`config.mk`:
```
export PLATFORM = sky130hd
export DESIGN_NAME = queue_with_running_max
export DESIGN_NICKNAME = d
export VERILOG_FILES = /design/src/design/qrm_pkg.sv /design/src/design/queue_with_running_max.sv /design/src/design/qrm_ram.sv
export VERILOG_INCLUDE_DIRS = /design/src /design/src/design
export SDC_FILE = /design/constraint.sdc
export NUM_CORES = 1
export LEC_CHECK = 0
export CAP_MARGIN = 0
export CORE_UTILIZATION = 35
export CTS_CLUSTER_SIZE = 10
export DETAILED_ROUTE_END_ITERATION = 12
export DONT_BUFFER_PORTS = 1
export PLACE_DENSITY = 0.49
export SYNTH_ARGS = -nofsm -noshare
export SYNTH_HDL_FRONTEND = slang
export SYNTH_SLANG_ARGS = --single-unit
export TNS_END_PERCENT = 1
```
`constraint.sdc`:
```
create_clock -name clk -period 9.07 [get_ports clk]
set_input_delay 0.4535 -clock clk [delete_from_list [all_inputs] [get_ports clk]]
set_output_delay 0.4535 -clock clk [all_outputs]
set_load 0.05 [all_outputs]
```
`src/design/queue_with_running_max_macros.svh`:
```
// Assertion helpers for the queue design.
`ifndef QUEUE_WITH_RUNNING_MAX_MACROS_SVH
`define QUEUE_WITH_RUNNING_MAX_MACROS_SVH

// Implication check, sampled on clk and held off during reset.
`define QRM_ASSERT_IMP(name, ante, cons, msg) \
    name: assert property (@(posedge clk) disable iff (!rst_n) (ante) |-> (cons)) \
        else $error(msg);

// Condition that must never hold on a clock edge.
`define QRM_ASSERT_NEVER(name, cond, msg) \
    name: assert property (@(posedge clk) disable iff (!rst_n) !(cond)) \
        else $error(msg);

`endif

```
`src/design/qrm_pkg.sv`:
```
package qrm_pkg;

    // Operation select on the input channel
    localparam logic MODE_PUSH = 1'b0;
    localparam logic MODE_POP  = 1'b1;

    // Result status codes
    localparam logic [1:0] STATUS_OK    = 2'd0;
    localparam logic [1:0] STATUS_FULL  = 2'd1;
    localparam logic [1:0] STATUS_EMPTY = 2'd2;

endpackage

```
`src/design/queue_with_running_max.sv`:
```
// Channel | Handshake            | Beat fields
// --------+----------------------+------------------------------------------
// in      | in_valid / in_stall  | mode, value
// out     | out_valid / out_stall| max_value, max_valid, occupancy, status
//
// A pop that moves the helper deque front refetches the new front from its
// RAM when entries remain. A push to a full queue or an empty deque completes
// without a RAM read; otherwise it examines deque entries from the back, one
// RAM read each, until it finds a larger one or the deque is drained.
// Reset clears all counters and pointers at once; no RAM sweep is needed.
// A finished beat waits in the output register; the next input beat is taken
// as soon as that register can be loaded.
module queue_with_running_max #(
    parameter int DEPTH      = 16,
    parameter int DATA_WIDTH = 16
) (
    input  logic                          clk,
    input  logic                          rst_n,
    input  logic                          in_valid,
    output logic                          in_stall,
    input  logic                          mode,
    input  logic signed [DATA_WIDTH-1:0]  value,
    output logic                          out_valid,
    input  logic                          out_stall,
    output logic signed [DATA_WIDTH-1:0]  max_value,
    output logic                          max_valid,
    output logic [$clog2(DEPTH+1)-1:0]    occupancy,
    output logic [1:0]                    status
);

    import qrm_pkg::*;

    localparam int AW = $clog2(DEPTH);
    localparam int CW = $clog2(DEPTH + 1);
    localparam int TW = $clog2(2 * DEPTH);
    localparam int EW = TW + DATA_WIDTH;

    typedef enum logic [1:0] {
        ST_IDLE,
        ST_SCAN,
        ST_REFILL
    } state_t;

    // Helper deque entry: tag above value
    typedef struct packed {
        logic [TW-1:0]         tag;
        logic [DATA_WIDTH-1:0] val;
    } peak_entry_t;

    state_t                state_reg, state_next;
    logic [CW-1:0]         value_count_reg, value_count_next;
    logic [AW-1:0]         peak_head_reg, peak_head_next;
    logic [CW-1:0]         peak_count_reg, peak_count_next;
    logic [TW-1:0]         next_tag_reg, next_tag_next;
    logic [DATA_WIDTH-1:0] front_val_reg, front_val_next;
    logic [TW-1:0]         front_tag_reg, front_tag_next;
    logic [DATA_WIDTH-1:0] value_reg, value_next;
    logic [1:0]            status_reg, status_next;
    logic                  res_pend_reg, res_pend_next;
    logic                  out_valid_reg, out_valid_next;
    logic [DATA_WIDTH-1:0] max_value_reg, max_value_next;
    logic                  max_valid_reg, max_valid_next;
    logic [CW-1:0]         occupancy_reg, occupancy_next;
    logic [1:0]            out_status_reg, out_status_next;

    logic                  out_free;
    logic                  load_out;
    logic                  accept;
    logic                  q_nonempty;
    logic [TW:0]           tag_sum;
    logic [TW-1:0]         data_front_tag;
    logic [TW-1:0]         tag_inc;
    logic [CW-1:0]         cnt_dec;
    logic [AW-1:0]         head_inc;

    logic                  rd_en;
    logic [AW-1:0]         rd_addr;
    peak_entry_t           rd_entry;
    logic [EW-1:0]         rd_data;
    logic                  wr_en;
    logic [AW-1:0]         wr_addr;
    peak_entry_t           wr_entry;

    // Ring index: head plus offset, wrapped once at DEPTH
    function automatic logic [AW-1:0] ring_at(input logic [AW-1:0] head,
                                              input logic [CW-1:0] off);
        logic [CW:0] sum;
        sum = (CW+1)'(head) + (CW+1)'(off);
        if (sum >= (CW+1)'(DEPTH))
        begin
            sum = sum - (CW+1)'(DEPTH);
        end
        return sum[AW-1:0];
    endfunction

    // Helper deque storage
    qrm_ram #(
        .WIDTH (EW),
        .DEPTH (DEPTH)
    ) u_peak_ram (
        .clk     (clk),
        .wr_en   (wr_en),
        .wr_addr (wr_addr),
        .wr_data (wr_entry),
        .rd_en   (rd_en),
        .rd_addr (rd_addr),
        .rd_data (rd_data)
    );

    assign rd_entry = peak_entry_t'(rd_data);

    // Handshake
    assign out_free = !out_valid_reg || !out_stall;
    assign load_out = res_pend_reg && out_free;
    assign in_stall = !((state_reg == ST_IDLE) && (!res_pend_reg || out_free));
    assign accept   = in_valid && !in_stall;

    // Tag of the data front: next_tag - count, modulo 2*DEPTH
    assign tag_sum = (TW+1)'(next_tag_reg) + (TW+1)'(2 * DEPTH)
                   - (TW+1)'(value_count_reg);
    assign data_front_tag = (tag_sum >= (TW+1)'(2 * DEPTH))
                          ? TW'(tag_sum - (TW+1)'(2 * DEPTH)) : tag_sum[TW-1:0];
    assign tag_inc = (next_tag_reg == TW'(2 * DEPTH - 1)) ? '0 : next_tag_reg + 1'b1;

    assign cnt_dec    = peak_count_reg - 1'b1;
    assign head_inc   = ring_at(peak_head_reg, CW'(1));
    assign q_nonempty = (value_count_reg != '0) && (peak_count_reg != '0);

    // Next-state logic
    always_comb
    begin
        state_next       = state_reg;
        value_count_next = value_count_reg;
        peak_head_next   = peak_head_reg;
        peak_count_next  = peak_count_reg;
        next_tag_next    = next_tag_reg;
        front_val_next   = front_val_reg;
        front_tag_next   = front_tag_reg;
        value_next       = value_reg;
        status_next      = status_reg;
        res_pend_next    = res_pend_reg;
        out_valid_next   = out_valid_reg;
        max_value_next   = max_value_reg;
        max_valid_next   = max_valid_reg;
        occupancy_next   = occupancy_reg;
        out_status_next  = out_status_reg;
        rd_en            = 1'b0;
        rd_addr          = '0;
        wr_en            = 1'b0;
        wr_addr          = '0;
        wr_entry.tag     = next_tag_reg;
        wr_entry.val     = value_reg;

        // Output register: load the finished beat or drain
        if (load_out)
        begin
            out_valid_next  = 1'b1;
            max_valid_next  = q_nonempty;
            max_value_next  = q_nonempty ? front_val_reg : '0;
            occupancy_next  = value_count_reg;
            out_status_next = status_reg;
            res_pend_next   = 1'b0;
        end
        else if (out_valid_reg && !out_stall)
        begin
            out_valid_next = 1'b0;
        end

        case (state_reg)
            ST_IDLE:
            begin
                if (accept)
                begin
                    value_next = value;
                    if (mode == MODE_PUSH)
                    begin
                        if (value_count_reg == CW'(DEPTH))
                        begin
                            status_next   = STATUS_FULL;
                            res_pend_next = 1'b1;
                        end
                        else if (peak_count_reg == '0)
                        begin
                            // Empty deque: new value becomes the front
                            wr_en            = 1'b1;
                            wr_addr          = peak_head_reg;
                            wr_entry.val     = value;
                            front_val_next   = value;
                            front_tag_next   = next_tag_reg;
                            peak_count_next  = CW'(1);
                            value_count_next = value_count_reg + 1'b1;
                            next_tag_next    = tag_inc;
                            status_next      = STATUS_OK;
                            res_pend_next    = 1'b1;
                        end
                        else
                        begin
                            // Fetch the deque back entry
                            rd_en      = 1'b1;
                            rd_addr    = ring_at(peak_head_reg, cnt_dec);
                            state_next = ST_SCAN;
                        end
                    end
                    else
                    begin
                        if (value_count_reg == '0)
                        begin
                            status_next   = STATUS_EMPTY;
                            res_pend_next = 1'b1;
                        end
                        else
                        begin
                            value_count_next = value_count_reg - 1'b1;
                            status_next      = STATUS_OK;
                            if (peak_count_reg != '0 && front_tag_reg == data_front_tag)
                            begin
                                peak_head_next  = head_inc;
                                peak_count_next = cnt_dec;
                                if (cnt_dec != '0)
                                begin
                                    rd_en      = 1'b1;
                                    rd_addr    = head_inc;
                                    state_next = ST_REFILL;
                                end
                                else
                                begin
                                    res_pend_next = 1'b1;
                                end
                            end
                            else
                            begin
                                res_pend_next = 1'b1;
                            end
                        end
                    end
                end
            end

            ST_SCAN:
            begin
                if ($signed(rd_entry.val) <= $signed(value_reg))
                begin
                    // Back entry is dominated: drop it
                    peak_count_next = cnt_dec;
                    if (cnt_dec == '0)
                    begin
                        wr_en            = 1'b1;
                        wr_addr          = peak_head_reg;
                        front_val_next   = value_reg;
                        front_tag_next   = next_tag_reg;
                        peak_count_next  = CW'(1);
                        value_count_next = value_count_reg + 1'b1;
                        next_tag_next    = tag_inc;
                        status_next      = STATUS_OK;
                        res_pend_next    = 1'b1;
                        state_next       = ST_IDLE;
                    end
                    else
                    begin
                        rd_en   = 1'b1;
                        rd_addr = ring_at(peak_head_reg, cnt_dec - 1'b1);
                    end
                end
                else
                begin
                    // Append behind the larger entry
                    wr_en            = 1'b1;
                    wr_addr          = ring_at(peak_head_reg, peak_count_reg);
                    peak_count_next  = peak_count_reg + 1'b1;
                    value_count_next = value_count_reg + 1'b1;
                    next_tag_next    = tag_inc;
                    status_next      = STATUS_OK;
                    res_pend_next    = 1'b1;
                    state_next       = ST_IDLE;
                end
            end

            ST_REFILL:
            begin
                // New deque front arrives from the RAM
                front_val_next = rd_entry.val;
                front_tag_next = rd_entry.tag;
                res_pend_next  = 1'b1;
                state_next     = ST_IDLE;
            end

            default:
            begin
                state_next = ST_IDLE;
            end
        endcase
    end

    // State and registered outputs
    always_ff @(posedge clk or negedge rst_n)
    begin
        if (!rst_n)
        begin
            state_reg       <= ST_IDLE;
            value_count_reg <= '0;
            peak_head_reg   <= '0;
            peak_count_reg  <= '0;
            next_tag_reg    <= '0;
            front_val_reg   <= '0;
            front_tag_reg   <= '0;
            value_reg       <= '0;
            status_reg      <= STATUS_OK;
            res_pend_reg    <= 1'b0;
            out_valid_reg   <= 1'b0;
            max_value_reg   <= '0;
            max_valid_reg   <= 1'b0;
            occupancy_reg   <= '0;
            out_status_reg  <= STATUS_OK;
        end
        else
        begin
            state_reg       <= state_next;
            value_count_reg <= value_count_next;
            peak_head_reg   <= peak_head_next;
            peak_count_reg  <= peak_count_next;
            next_tag_reg    <= next_tag_next;
            front_val_reg   <= front_val_next;
            front_tag_reg   <= front_tag_next;
            value_reg       <= value_next;
            status_reg      <= status_next;
            res_pend_reg    <= res_pend_next;
            out_valid_reg   <= out_valid_next;
            max_value_reg   <= max_value_next;
            max_valid_reg   <= max_valid_next;
            occupancy_reg   <= occupancy_next;
            out_status_reg  <= out_status_next;
        end
    end

    assign out_valid = out_valid_reg;
    assign max_value = max_value_reg;
    assign max_valid = max_valid_reg;
    assign occupancy = occupancy_reg;
    assign status    = out_status_reg;

    // Checks
`include "queue_with_running_max_macros.svh"

    `QRM_ASSERT_NEVER(a_peak_le_data, peak_count_reg > value_count_reg, "deque longer than queue")
    `QRM_ASSERT_NEVER(a_count_bound, value_count_reg > CW'(DEPTH), "queue count above depth")
    `QRM_ASSERT_IMP(a_front_present, value_count_reg != '0, peak_count_reg != '0, "queue holds data but deque is empty")
    `QRM_ASSERT_IMP(a_no_accept_busy, res_pend_reg && !out_free, in_stall, "beat taken while a result is blocked")

endmodule

```
`src/design/qrm_ram.sv`:
```
module qrm_ram #(
    parameter int WIDTH = 8,
    parameter int DEPTH = 16
) (
    input  logic                     clk,
    input  logic                     wr_en,
    input  logic [$clog2(DEPTH)-1:0] wr_addr,
    input  logic [WIDTH-1:0]         wr_data,
    input  logic                     rd_en,
    input  logic [$clog2(DEPTH)-1:0] rd_addr,
    output logic [WIDTH-1:0]         rd_data
);

    logic [WIDTH-1:0] mem [DEPTH];
    logic [WIDTH-1:0] rd_data_reg;

    // Single write port, registered read port
    always_ff @(posedge clk)
    begin
        if (wr_en)
        begin
            mem[wr_addr] <= wr_data;
        end
        if (rd_en)
        begin
            rd_data_reg <= mem[rd_addr];
        end
    end

    assign rd_data = rd_data_reg;

endmodule
```
# Yosys cells after proc, flatten, opt, wreduce, memory -nomap -nowiden
# Memories as Yosys holds them, arrays and structs flattened. A register that Yosys moved wholly into a read port is not among the register bits.
# Cells that the tools add are included.
# Widths: inputs -> output; s select.
[op_classes]
add_sub_neg = 17
n_lt_le_gt_ge = 6
eq_ne = 19
n_mux = 115
n_bitwise = 1
n_reduce_logical = 30
[op_table]
columns = ["operator", "count"]
rows = [
  ["$mux 16", 12],
  ["$mux 5", 29],
  ["$mux 4", 19],
  ["$pmux 16 s3", 1],
  ["$pmux 5 s2", 3],
  ["$mux 1", 29],
  ["$mux 2", 14],
  ["$sub 5x1->5 const B", 4],
  ["$add 4x5->6", 3],
  ["$ge 6x5->1 const B", 3],
  ["$reduce_and 6->1", 3],
  ["$le 16x16->1", 1],
  ["$pmux 4 s2", 2],
  ["$sub 4x1->4 const B", 4],
  ["$add 5x1->5 const B", 3],
  ["$logic_not 5->1", 3],
  ["$pmux 5 s3", 1],
  ["$reduce_bool 5->1", 3],
  ["$reduce_and 7->1", 2],
  ["$ne 3x3->1 const B", 4],
  ["$eq 5x5->1 const B", 2],
  ["$ne 2x2->1 const B", 5],
  ["$ne 3x2->1 const B", 3],
  ["$pmux 2 s2", 2],
  ["other kinds (22)", 33],
]
[totals]
reg_bits = 86
ram_bits = 336
out_inout_bits = 26
mem_count = 1
[memory_table]
columns = ["name", "words", "word_bits", "rd", "rd_ports_with_merged_regs", "write_ports", "line", "source"]
rows = [
  ["u_peak_ram.mem", 16, 21, 1, 1, 1, "qrm_ram.sv:14", "logic [WIDTH-1:0] mem [DEPTH];"],
]

# Longest topological paths before layout
[depth]
depth_word = 11
mapped_depth = 16
depth_no_buf = 14

# Cells and area by module
# A second synthesis with hierarchy kept.
[hier_totals]
cells_unflattened = 1126
hier_area_um2 = 19030.8
[modules_own_cells]
columns = ["module", "instances", "cells_each", "area_per_inst_um2", "seq_area_each_um2"]
rows = [
  ["qrm_ram", 1, 557, 13487.9, 10720.3],
  ["queue_with_running_max", 1, 569, 5542.8, 2152.1],
]

# Worst setup path before layout
# Ideal clock, no wire load.
[synth_timing]
path_type = "flip-flop to flip-flop"
start = "reg value_reg[13]"
end = "mem u_peak_ram.mem[0][0] (netlist bit) (enable)"
setup_ps = 432
arrival_time_ps = 4034
setup_slack_ps = 4604
stages_incl_launch_ff = 12
path_buffers = 0
cell_sequence = "dfrtp_1 > inv_1 > ha_1 > a21o_1 > a2111oi_2 > o21ai_1 > o31a_1 > and3_1 > a21oi_1 > o22ai_1 > or2_2 > a211oi_1"
[synth_via]
elab_chain_len = 5
[synth_rtl]
columns = ["element", "line", "source"]
rows = [
  ["start: declaration", "queue_with_running_max.sv:57", "logic [DATA_WIDTH-1:0] value_reg, value_next;"],
  ["start signal: assignment", "queue_with_running_max.sv:324", "value_reg <= value_next;"],
  ["$le 16x16->1 *", "queue_with_running_max.sv:241", "if ($signed(rd_entry.val) <= $signed(value_reg))"],
  ["$mux 1", "queue_with_running_max.sv:241", ""],
  ["$pmux 1 s2", "queue_with_running_max.sv:169", "case (state_reg)"],
  ["$mux 1", "qrm_ram.sv:20", "if (wr_en)"],
  ["$mux 1 (not written as such)", "qrm_ram.sv:22", "mem[wr_addr] <= wr_data;"],
  ["end: declaration", "qrm_ram.sv:14", ""],
]
# Every way passes the cells marked *; elsewhere a longest branch is shown, timed or not.

# Final worst setup path
[layout_timing]
start = "reg next_tag_reg[0]"
end = "reg u_peak_ram.rd_data_reg[19], in the netlist u_peak_ram.rd_data[19] (read register of u_peak_ram.mem), data pin"
[layout_via]
elab_chain_len = 11
[layout_rtl]
columns = ["element", "line", "source"]
rows = [
  ["start: declaration", "queue_with_running_max.sv:54", "logic [TW-1:0] next_tag_reg, next_tag_next;"],
  ["start signal: assignment", "queue_with_running_max.sv:321", "next_tag_reg <= next_tag_next;"],
  ["$add 5x6->6 *", "queue_with_running_max.sv:119", "assign tag_sum = (TW+1)'(next_tag_reg) + (TW+1)'(2 * DEPTH)"],
  ["$sub 6x5->6 *", "queue_with_running_max.sv:120", "- (TW+1)'(value_count_reg);"],
  ["$sub 5x1->5 or $ge 6x6->1 (tied branches)", "queue_with_running_max.sv:122, queue_with_running_max.sv:121", ""],
  ["$mux 5 *", "queue_with_running_max.sv:122", "? TW'(tag_sum - (TW+1)'(2 * DEPTH)) : tag_sum[TW-1:0];"],
  ["$eq 5x5->1 *", "queue_with_running_max.sv:215", "if (peak_count_reg != '0 && front_tag_reg == data_front_tag)"],
  ["$logic_and 1x1->1 *", "queue_with_running_max.sv:215", ""],
  ["$mux 4 or $mux 1 (tied branches)", "queue_with_running_max.sv:215", ""],
  ["$mux 4 or $mux 1 (tied branches)", "queue_with_running_max.sv:206", "if (value_count_reg == '0)"],
  ["$mux 4 or $mux 1 (tied branches)", "queue_with_running_max.sv:175", "if (mode == MODE_PUSH)"],
  ["$mux 4 or $mux 1 (tied branches)", "queue_with_running_max.sv:172", "if (accept)"],
  ["$pmux 4 s2 or $pmux 1 s2 (tied branches)", "queue_with_running_max.sv:169", ""],
  ["end: declaration", "qrm_ram.sv:15", "logic [WIDTH-1:0] rd_data_reg;"],
]
# Marks and branches as above.
# A chain may end at the register's enable or synchronous reset.

==> results.cfg <==
[status]
status = finished, final reports clean

[timing]
finClkSkew_ns = 0.0145
maxSlewHeadroom_pct = 20.2
rsz0062_at_grt = no
setup_tns_ns = 0
slew_violations = 0
clock.fmax_mhz = 201
worst_pin_slew_ns = 1.20
finalHoldViolCount = 0
fin_crit_sh_pct = 54.8
setup_viol = 0
period_needed_ns = 4.97
final.setup.worst_slack_ns = 4.10

[min_path]
hp-class = input port to flip-flop
hp-start = mode

[worst_setup_path]
max_stage_delay_ns = 0.85
worst-endpoint-arrival_ns = 5.30
worstSetupPathType = flip-flop to flip-flop
start_kind = flip-flop
reg2reg_from = next_tag_reg[0]$_DFFE_PN0P_
path_cells = inv_1, ha_1, fa_1, xnor2_1, nor3_2, nand4b_2, a2111oi_1, a311o_2, buf_12, nand3_2, o22ai_1, nor4_2
slowest_stage = nand3_2
cp-end-kind = flip-flop
worstPathRequired_ns = 9.40
path_max_fanout = 128
crit_start = next_tag_reg[0]$_DFFE_PN0P_

[clock_network]
path_clk_slew_ns = 0.06
cts-root-buf = clkbuf_16
numClockSinks = 443
clock_latency_ns = 0.59
clock_path_buffers = 3
h-tree-depth = 2
post_cts_buffers = 0
cts_buffers = 51
cts_tree = built

[global_routing]
grt_pass1_vias = 11384
grtUsageTotal_pct = 17.8
grt_antenna_before_repair = 0
met3_usage_pct = 2.51
grt_max_degree = 129
gr-max-usage-layer = met2
use_met2_pct = 28.5
grt_pass1_wl_mm = 74.8
use_met1_pct = 25.4
grt_overflow = 0

[place]
dpl.hpwl_mm = 28.9
port_buffers = 0
pre_cts_slack_ns = 3.96
gp_congestion = 0.817

[job]
max_cap_viol_count = 0

[die]
start_util_pct = 35.5
dieArea_sq_um = 56800
die_w_um = 238
rows = 86
ioPinCount = 47
fp.dieH_um = 238
core_area_sq_um = 55100

[yosys]
synth_cell_types = 71
synthArstFlopShare_pct = 19.4
ys.flop_type = edfxtp_1
yosys_warnings = 0
syn_inst = 1382
synth-edff-count = 357
netlist.area_leader.share_pct = 54.8
syn_area_sq_um = 19500
syn_nets = 1450
yosys.area.top_type = edfxtp_1
synth_area_leaders = edfxtp_1, dfrtp_1, mux2_1
syn_area_per_cell_sq_um = 14.1
ys_seq_area_share_pct = 65.8
synth_seq_cells = 443

[routing]
drc = 0
vias = 11432
wl_per_cell_um = 22.7
ant_nets = 0
drt_first_pass_iters = 5
drt_iter0_drc = 795
wl_mm = 50.2
via_per_inst = 5.18

[cells_and_area]
final-seq-area_sq_um = 12900
diodes = 0
final_cell_mix = edfxtp_1, nand2_1, o21ai_0
areaGrowthSynthToFinish_pct = 13.3
final_common_cell = edfxtp_1
multi_input_area_sq_um = 6170
drive_above_1_share_pct = 14.6
final_util_pct = 40.2
num-nets-final = 1497
fillerInstances = 5167
largest_reg_flops = 336
==> routing by layer <==
metal	wire length, um	part of all wire [%]	vias up
met2	23200	46	242
li1	-	-	5321
met4	897	1.8	0
met5	0	0	-
met1	24000	48	5805
met3	2220	4.4	64
==> stage by stage <==
step	hold slack (ns)	std cells	instance area, sq um
after floorplan	0.158	1382	19500
after global placement	0.161	2105	20500
after global routing	0.0526	2209	22100
final	0.0623	2209	22100
after CTS	0.0229	2209	22100
after detailed placement	0.162	2105	20500
==> path summary, 6_finish.rpt <==
| check | endpoint | slack, ns | cells past startpoint |
|---|---|---|---|
| min | state_reg[1]$_DFFE_PN0P_ | 0.06 | 2 |
| min reg2reg | front_val_reg[0]$_DFFE_PN0P_ | 0.48 | 2 |
| max reg2reg | u_peak_ram.rd_data[19]$_DFFE_PP_ | 4.10 | 12 |
| max in group asynchronous | value_reg[4]$_DFFE_PN0P_ | 8.23 | 2 |
| max | u_peak_ram.rd_data[19]$_DFFE_PP_ | 4.10 | 12 |
| min in group asynchronous | value_count_reg[0]$_DFFE_PN0P_ | 0.45 | 2 |
==> cells in the mapped netlist, types with 18 or more instances <==
| master | count |
|---|---|
| edfxtp_1 | 357 |
| nand2_1 | 157 |
| o21ai_0 | 93 |
| dfrtp_1 | 86 |
| mux2_1 | 77 |
| o22ai_1 | 68 |
| mux2_2 | 55 |
| mux2i_1 | 49 |
| a21oi_1 | 47 |
| ha_1 | 43 |
| nor2_1 | 40 |
| inv_1 | 38 |
| clkbuf_1 | 26 |
| xnor2_1 | 23 |
| a22oi_1 | 18 |
| buf_2 | 18 |
==> cell families (layout without fill, tap and decap cells) <==
logic type,after synthesis,after routing,share of synthesized area (%)
AO/OA/AOI/OAI,285,285,9.01
adder cells (fa/ha/maj),47,47,3.16
AND/OR/NAND/NOR,288,288,7.44
multiplexers,181,181,10.1
XOR/XNOR,30,30,1.45
flip-flops,443,443,65.8
buffers and inverters,108,187,2.98
==> critical path, delay by kind of cell (launching register included) <==
kind / cells / cell delay, ns
fa+ha+maj: 2 / 0.69
simple gates: 4 / 1.29
compound gates: 3 / 1.06
flops: 1 / 0.78
xor+xnor: 1 / 0.15
buf+inv: 2 / 0.68
==> final cells by class <==
| class | count | share of cell area, % |
|---|---|---|
| clock buffers | 81 | 6.50 |
| clock inverters | 4 | 0.153 |
| inverters | 39 | 0.661 |
| multi-input cells | 831 | 27.9 |
| flip-flops and latches | 443 | 58.1 |
| well taps | 748 | 4.23 |
| repair buffers | 63 | 2.49 |
==> what timing repair did <==
action / 4_1_cts / 5_1_grt
gates resized for setup: 0 / 0
hold buffers: 19 / 0
endpoints found under the setup margin: 0 / 0
endpoints found under the hold margin: 103 / 0
Power is not shown: default switching activity piles up to over one toggle a cycle in this logic, so the estimate is an artifact.
